===== config.mk =====
export PLATFORM = sky130hd
export DESIGN_NAME = prs_divider
export DESIGN_NICKNAME = d
export VERILOG_FILES = /design/src/design/primitive_root_search_macros.svh /design/src/design/prs_pkg.sv /design/src/design/prs_divider.sv
export SDC_FILE = /design/constraint.sdc
export NUM_CORES = 1
export LEC_CHECK = 0
export BUFFER_PORTS_ARGS = -buffer_cell sky130_fd_sc_hd__buf_4
export CAP_MARGIN = 20
export CORE_MARGIN = 4
export CORE_UTILIZATION = 49
export DETAILED_ROUTE_END_ITERATION = 12
export PLACE_DENSITY = 0.76
export SYNTH_ARGS = -nofsm -noshare
export SYNTH_HDL_FRONTEND = slang
export SYNTH_SLANG_ARGS = --single-unit

===== constraint.sdc =====
create_clock -name clk -period 2.8 [get_ports clk]
set_input_delay 0.28 -clock clk [delete_from_list [all_inputs] [get_ports clk]]
set_output_delay 0.28 -clock clk [all_outputs]
set_load 0.01 [all_outputs]

===== src/design/primitive_root_search_macros.svh =====
// Assertion macros shared by the primitive root search design
`ifndef PRIMITIVE_ROOT_SEARCH_MACROS_SVH
`define PRIMITIVE_ROOT_SEARCH_MACROS_SVH
// Check a property on every clock edge outside reset
`define PRS_ASSERT(label, clk, rst_n, prop, msg) \
	label: assert property (@(posedge clk) disable iff (!rst_n) (prop)) else $error(msg);
// Check a property on every clock edge, reset included
`define PRS_ASSERT_ALWAYS(label, clk, prop, msg) \
	label: assert property (@(posedge clk) (prop)) else $error(msg);
`endif


===== src/design/prs_pkg.sv =====
// Package with widths and result type of the primitive root search
`default_nettype none
package prs_pkg;
	localparam int unsigned ModulusBits = 20;
	localparam int unsigned FactorMax = 16;
	localparam int unsigned FactorIdxBits = 4;
	localparam int unsigned FactorCntBits = 5;
	typedef logic [ModulusBits-1:0] word_t;
	typedef struct packed {
		logic  has_root;
		word_t totient;
		word_t smallest_root;
		word_t root_count;
	} result_t;
endpackage
`default_nettype wire


===== src/design/prs_divider.sv =====
// Shared restoring divider, one quotient bit per cycle
`default_nettype none
module prs_divider (
	input  wire logic           clk,
	input  wire logic           arst_n,
	input  wire logic           start,
	input  wire prs_pkg::word_t dividend,
	input  wire prs_pkg::word_t divisor,
	output logic                busy,
	output prs_pkg::word_t      quotient,
	output prs_pkg::word_t      remainder
);
	import prs_pkg::*;
	localparam int unsigned CntBits = $clog2(ModulusBits + 1);
	logic [CntBits-1:0] cnt_q;
	word_t              quo_q;
	logic [ModulusBits:0] rem_q;
	word_t              dvs_q;
	logic [ModulusBits:0] trial;
	logic [ModulusBits:0] shifted;

	assign shifted = {rem_q[ModulusBits-1:0], quo_q[ModulusBits-1]};
	assign trial = shifted - {1'b0, dvs_q};

	always_ff @(posedge clk or negedge arst_n) begin
		if (!arst_n) begin
			cnt_q <= '0;
			busy <= 1'b0;
		end else if (start) begin
			cnt_q <= CntBits'(ModulusBits);
			busy <= 1'b1;
		end else if (busy) begin
			cnt_q <= cnt_q - 1'b1;
			if (cnt_q == CntBits'(1)) busy <= 1'b0;
		end
	end

	always_ff @(posedge clk) begin
		if (start) begin
			quo_q <= dividend;
			rem_q <= '0;
			dvs_q <= divisor;
		end else if (busy) begin
			if (!trial[ModulusBits]) begin
				rem_q <= trial;
				quo_q <= {quo_q[ModulusBits-2:0], 1'b1};
			end else begin
				rem_q <= shifted;
				quo_q <= {quo_q[ModulusBits-2:0], 1'b0};
			end
		end
	end

	assign quotient = quo_q;
	assign remainder = rem_q[ModulusBits-1:0];
endmodule
`default_nettype wire

# After elaboration in Yosys (flattened, before gate mapping)
# Cells that the tools add are included.
# word_totals
register_bits	66
inputBits	43
word_cells	18
# classes
addsub	2
eq_ne	1
mux	9
reduce_logical	1
# op_table
op	n
$mux W20	3
$sub A21 B20 Y21	1
$mux W5	2
$eq A5 B1 Y1 const B	1
$sub A5 B1 Y5 const B	1
$mux W1	4
$reduce_bool A2 Y1	1

# Depth between registers and ports, before layout
# Gate-level depths: netlist (run 1).
# depth
ltp_word	4
ltp_mapped	11
depth_no_buf	10

# Worst setup path after synthesis (run 1)
# OpenSTA, ideal clock, no wires.
# synth_path
path_type	reg-to-reg
startpoint	reg quo_q[19], in the netlist quotient[19]
endpoint	reg rem_q[14]
setup_ns	0.116
t_arrival_ns	2.840
path_slack_ns	-0.157
path_stages_with_launch	12
synth_period_minus_slack_ns	2.957
cell_sequence	edfxtp_1 -> inv_1 -> ha_1 -> fa_1 -> and2b_1 -> o211a_1 -> o2111a_2 -> o311a_1 -> a211oi_4 -> buf_6 -> o31ai_1 -> a31o_2
# synth_between
elab_chain_len	2
# synth_lines
element	line	source
start: declaration	prs_divider.sv:16	word_t quo_q;
start signal: assignment	prs_divider.sv:40	quo_q <= dividend;
start signal: assignment	prs_divider.sv:46	quo_q <= {quo_q[ModulusBits-2:0], 1'b1};
start signal: assignment	prs_divider.sv:49	quo_q <= {quo_q[ModulusBits-2:0], 1'b0};
$sub A21 B20 Y21	prs_divider.sv:23	assign trial = shifted - {1'b0, dvs_q};
$mux W20	prs_divider.sv:44	if (!trial[ModulusBits]) begin
end signal: assignment	prs_divider.sv:45	rem_q <= trial;
end signal: assignment	prs_divider.sv:48	rem_q <= shifted;
end: declaration	prs_divider.sv:17	logic [ModulusBits:0] rem_q;
# No other way between the ends.
# A chain may end at the register's enable or synchronous reset.

# Worst setup path in the final report (run 1)
# layout_path
startpoint	reg quo_q[19], in the netlist quotient[19]
endpoint	reg rem_q[2]
# Same word-level chain as after synthesis.

==> impl_metrics.ini, run 1 <==
[final_layout]
nets = 520
area_growth_pct = 31.8
final_util_pct = 67.0
drive_gt1_share_pct = 33.1
antenna_cells = 0
design_area_mm2 = 0.00491

[outcome]
outcome = finished with violations
violations = negative setup slack

[logic_synthesis]
syn_inst = 350
netlist-cell-type-count = 56
synth-edff-count = 40
ys_warn_count = 0
synth-async-reset-ratio_pct = 9.09
synth_top_area_share_pct = 32.2
avgSynthCellArea_um2 = 10.6
dominantRegCellSynth = edfxtp_1
synth_area_leader_cell = edfxtp_1
ys_seq_elements = 66
synth_area_mm2 = 0.00372
ys_top_cells_by_area = edfxtp_1, dfxtp_1, ha_1, mux2_2, dfrtp_1
ys_seq_area_share_pct = 47.0
synthTopCellsByCount = edfxtp_1, inv_1, nor2_1
synthesis.nets = 416
yosysMostFrequentCell = edfxtp_1

[worst_setup_path]
startpoint_type = flip-flop
worstSetupEndpointType = flip-flop
rr_worst_depth = 12
path_class = reg -> reg
crit_path_max_fanout = 8
required_ps = 3020
cp.arrival_ps = 3040

[global_routing]
antenna_found_initial = 0
grt-ovfl-total = 0
grt_pass1_wl_mm = 14.2
grtUsageTotal_pct = 20.4
grt_max_degree = 32
grt_pass1_vias = 3036

[flow_run]
max_cap_violations = 0

[pwr]
p_int_uw = 2600
power_switching_share_pct = 34.7
clock_power_share_pct = 22.3
power_frac_seq_pct = 33.8
power_uw = 3980
peakVddDrop_mv = 0.405
p_comb_share_pct = 43.9
power_density_mw_per_mm2 = 811
power.switching_uw = 1380
p_leak_uw = 0.00216

[routing]
drtIter0Drc = 87
wl_mm = 8.95
drtAntennaViolNets = 0
viasPerCell = 5.52
drc = 0
firstDrtPassIters = 4
wl_per_cell_um = 16.0
vias = 3082

[placement]
dp_hpwl_mm = 6.32
place_congestion = 0.955
post-place-ws_ps = -31.5
postPlaceCellArea_mm2 = 0.00453
numPortBuffers = 83

[worst_hold_path]
hold_depth = 1
hold_class = in -> reg

[clock_tree]
path_clk_slew_ps = 80
cts_buffer_depth = 2
cts_inserted_buffers = 9
cts_tree = built
cts_max_level = 3
clock_sinks = 66
root_buffer = clkbuf_8
clock_latency_ps = 360

[timing]
maxClockFrequency_ghz = 0.356
hold_viol = 0
tightest_slew_ps = 503
skew_ps = 8.53
finalSetupViolCount = 1
slew_headroom_pct = 65.6
fin_crit_sh_pct = 100
worst_slack_ps = -12.9
finalMaxSlewViolations = 0
grt_setup_unrepaired = yes
min_period_ps = 2810

[floorplanning]
rows = 31
core_area_mm2 = 0.00733
num_io_pins = 84
start_util_pct = 50.8
die_y_um = 95.2
die_x_um = 95.2
die-area_mm2 = 0.00906
## placed cells by master (no fill, tap or decap), types with 2 or more instances in the layout
| cell | instances |
|---|---|
| nor2_1 | 30 |
| nand3_1 | 4 |
| a211oi_1 | 16 |
| clkinv_4 | 2 |
| o31ai_1 | 2 |
| and2_1 | 2 |
| xnor2_1 | 17 |
| dfxtp_1 | 20 |
| o211ai_1 | 3 |
| or2_2 | 3 |
| o21ai_1 | 3 |
| mux2_2 | 19 |
| o21ai_0 | 11 |
| o211a_1 | 3 |
| buf_12 | 2 |
| nor4b_1 | 2 |
| a21oi_1 | 11 |
| a21o_1 | 8 |
| a31oi_1 | 2 |
| a311oi_1 | 2 |
| ha_1 | 21 |
| nand2_1 | 24 |
| buf_4 | 100 |
| o21a_1 | 5 |
| mux2i_1 | 12 |
| edfxtp_1 | 40 |
| dfrtp_1 | 6 |
| nor2b_1 | 2 |
| bufinv_16 | 2 |
| nor3_1 | 8 |
| nor4_1 | 2 |
| clkbuf_8 | 9 |
| inv_1 | 29 |
## path summary, 6_finish.rpt
check / slack [ps] / startpoint / end
hold reg to reg: 500 / rem_q[17] / rem_q[17]
hold / removal: 90 / divisor[9] / dvs_q[9]
min in group asynchronous: 260 / arst_n / cnt_q[2]
setup reg to reg: -10 / quotient[19] / rem_q[2]
setup / recovery: -10 / quotient[19] / rem_q[2]
max in group asynchronous: 2420 / arst_n / cnt_q[0]
## cell type report
class	instances	area, µm²
Clock buffer	9	124
Timing Repair Buffer	105	840
Tap cell	99	124
Fill cell	593	2420
Inverter	30	113
Multi-Input combinational cell	242	1870
Clock inverter	7	93.8
Sequential cell	66	1750
## repair_timing
item | in CTS | in global routing
setup endpoints to repair | 12 | 21
pin swaps | 2 | 10
gates cloned | 1 | 0
hold buffers | 1 | 0
buffers inserted | 6 | 3
gates resized for setup | 4 | 8
endpoints found under the hold margin | 6 | 0
## state kept, by name, summed over array words and instances, names as in the netlist
name / count
cnt_q: 5
quotient: 20
rem_q: 20
busy: 1
dvs_q: 20
## worst max-delay path, cell delays in order (launching register included)
cell and delay (ps):
edfxtp_1 400, inv_2 80, ha_4 130, fa_2 190
and2b_1 200, o211a_1 220, o2111a_2 310, o311a_4 330
a211oi_4 200, buf_6 150, buf_12 140, mux2i_4 220
a211oi_2 100
## metrics by stage
stage | setup TNS, ps | instances | hold slack, ps
floorplan | -428 | 350 | -15.6
global placement | 0 | 531 | 90.3
detailed placement | -50.2 | 531 | 91.4
CTS | -59.3 | 555 | 87.1
global route | -1800 | 558 | 93.4
finish | -12.9 | 558 | 93.7
## per-layer routing
layer  up-vias  GRT usage (%)  wire (µm)
li1       1493              -          -
met1      1493           25.5       3860
met2        80           33.9       4500
met3        16           3.55        394
met4         0           10.2        201
met5         -              0          0
## power by group through the flow
stage	combinational, µW	sequential (µW)	clock (µW)
after detailed placement	1560	1360	0
after global placement	1530	1360	0
after global routing	1910	1370	939
after floorplan	988	1390	0
after CTS	1690	1350	900
final	1750	1350	886
## kinds of logic (layout without fill, tap and decap cells)
group           Yosys count  count (layout)  synth area share [%]
flops                    66              66                  47.0
compound gates           84              84                  16.4
buf+inv                  42             151                  4.53
fa+ha+maj                23              23                  7.93
simple gates             84              84                  10.3
xor+xnor                 18              18                  4.23
mux                      33              33                  9.51
No activity file was read; power rests on OpenSTA's default activity.
==> inputs of run 2 (changes only) <==
REMOVE_ABC_BUFFERS = 1   (was not set)
==> run 2 against run 1 <==
  * The run still ends with negative setup slack left
  * Largest cell class unchanged
  * Cell count fell by 0.18%
  * Setup slack barely moved
  * Global-route usage up 0.18 points
  * Non-clock buffer count shrank 1
  * Combinational power is essentially flat
  * Routed wire length increased by 1.5%
  * Hold slack gained 6.9 ps
  * First-iteration DRC count up 130%
  * Critical path type unchanged
  * Power shrank 4.2%
  * Cell area down 0.87%
==> impl_metrics.ini, run 2 (synthesis gave the netlist of run 1 again) <==
[outcome]
outcome = finished with violations
violations = negative setup slack

[timing]
skew_ps = 8.46
hold_viol = 0
grt_setup_unrepaired = yes
timing.hold.ws_ps = 101
maxClockFrequency_ghz = 0.355
finalMaxSlewViolations = 0
worst_slack_ps = -13.2
min_period_ps = 2810
slew_headroom_pct = 63.7
tightest_slew_ps = 544
finalSetupViolCount = 3
fin_crit_sh_pct = 100

[final_layout]
area_growth_pct = 30.7
fillers = 552
antenna_cells = 0
layout_common_cells = buf_4, edfxtp_1, nor2_1
layout_commonest_cell = buf_4
final_util_pct = 66.4
nets = 519
layoutNonFillerInstCount = 557
drive_gt1_share_pct = 33.8

[clock_tree]
clock_latency_ps = 350
root_buffer = clkbuf_8
path_clk_slew_ps = 80
cts_max_level = 3
cts_tree = built
cts_inserted_buffers = 9
cts_buffer_depth = 2
clock_sinks = 66

[placement]
post-place-ws_ps = -113
dp_cells = 533
numPortBuffers = 83
place_congestion = 0.882
dp_hpwl_mm = 6.37

[pwr]
power.switching_uw = 1390
p_leak_uw = 0.00214
p_comb_share_pct = 46.0
clock_power_share_pct = 18.6
peakVddDrop_mv = 0.332
power_switching_share_pct = 36.4
p_int_uw = 2430
power_frac_seq_pct = 35.4
power_density_mw_per_mm2 = 784

[routing]
viasPerCell = 5.55
wl_per_cell_um = 16.3
drc = 0
drtIter0Drc = 204
drtAntennaViolNets = 0
vias = 3094
wl_mm = 9.08
firstDrtPassIters = 5

[worst_setup_path]
crit_path_max_fanout = 9
path_class = reg -> reg
startpoint_type = flip-flop
required_ps = 3020
rr_worst_depth = 12
worstSetupEndpointType = flip-flop
cp.arrival_ps = 3030

[global_routing]
grt_pass1_wl_mm = 14.5
grt-ovfl-total = 0
antenna_found_initial = 0
grt_pass1_vias = 3116
grtUsageTotal_pct = 20.6
grt_max_degree = 40

[floorplanning]
die-area_mm2 = 0.00906
start_util_pct = 50.8
num_io_pins = 84
die_y_um = 95.2
die_x_um = 95.2
core_area_mm2 = 0.00733
rows = 31

[worst_hold_path]
hold_class = in -> reg
hold_depth = 1

[flow_run]
max_cap_violations = 0
==> run 2: cell types whose count changed in the layout (fill, tap and decap cells not counted), sizes merged <==
cell / before / now
bufinv: 2 / 0
clkinv: 4 / 6
buf: 104 / 103
clkinvlp: 1 / 0
inv: 30 / 31
==> run 2: routing by layer <==
layer / routed length, µm / vias to the layer above / track usage [%]
li1: - / 1496 / -
met4: 155 / 0 / 7.69
met2: 4450 / 110 / 33.3
met3: 700 / 15 / 6.47
met1: 3780 / 1473 / 25.8
met5: 0 / - / 0
==> run 2: power by group through the flow <==
stage | Combinational, µW | Clock [µW] | Sequential (µW)
5_1_grt | 1910 | 763 | 1370
3_3_place_gp | 1510 | 0 | 1360
6_report | 1750 | 709 | 1350
2_1_floorplan | 954 | 0 | 1390
3_5_place_dp | 1540 | 0 | 1370
4_1_cts | 1650 | 723 | 1350
==> run 2: path summary, 6_finish.rpt <==
kind	from	endpoint	slack, ps
setup / recovery	quotient[19]	rem_q[5]	-10
hold / removal	divisor[5]	dvs_q[5]	100
max in group asynchronous	arst_n	busy	2400
min in group asynchronous	arst_n	cnt_q[0]	270
setup reg to reg	quotient[19]	rem_q[5]	-10
hold reg to reg	rem_q[13]	rem_q[13]	520
==> run 2: what timing repair did <==
item | in CTS | in global routing
endpoints found under the setup margin | 19 | 21
cloned | 1 | 0
setup buffers | 2 | 4
endpoints found under the hold margin | 6 | 0
pin swaps | 6 | 2
gates resized for setup | 7 | 15
hold buffers | 1 | 0
==> run 2: cell type report <==
type	count	area [µm²]	share of cell area, %
Clock buffer	9	124	2.54
Clock inverter	7	45.0	0.925
Inverter	30	113	2.31
Multi-Input combinational cell	242	1880	38.7
Sequential cell	66	1750	36.0
Tap cell	99	124	2.54
Timing Repair Buffer	104	827	17.0
==> run 2: stage by stage <==
stage | setup TNS, ps | cell area (µm²) | total power [µW]
final | -30.3 | 4870 | 3820
after global placement | -17.4 | 4530 | 2870
after CTS | 0 | 4780 | 3720
after detailed placement | -993 | 4530 | 2900
after floorplan | -9370 | 3670 | 2350
after global routing | -2180 | 4870 | 4050
==> run 2: critical path, cell delays in order, from the launching register on <==
cell      delay [ps]
edfxtp_1         410
inv_2             90
ha_4             140
fa_2             190
and2b_1          190
o211a_1          230
o2111a_2         270
o311a_4          320
a211oi_4         240
buf_6            150
buf_12           140
mux2i_2          220
a211oi_2          90
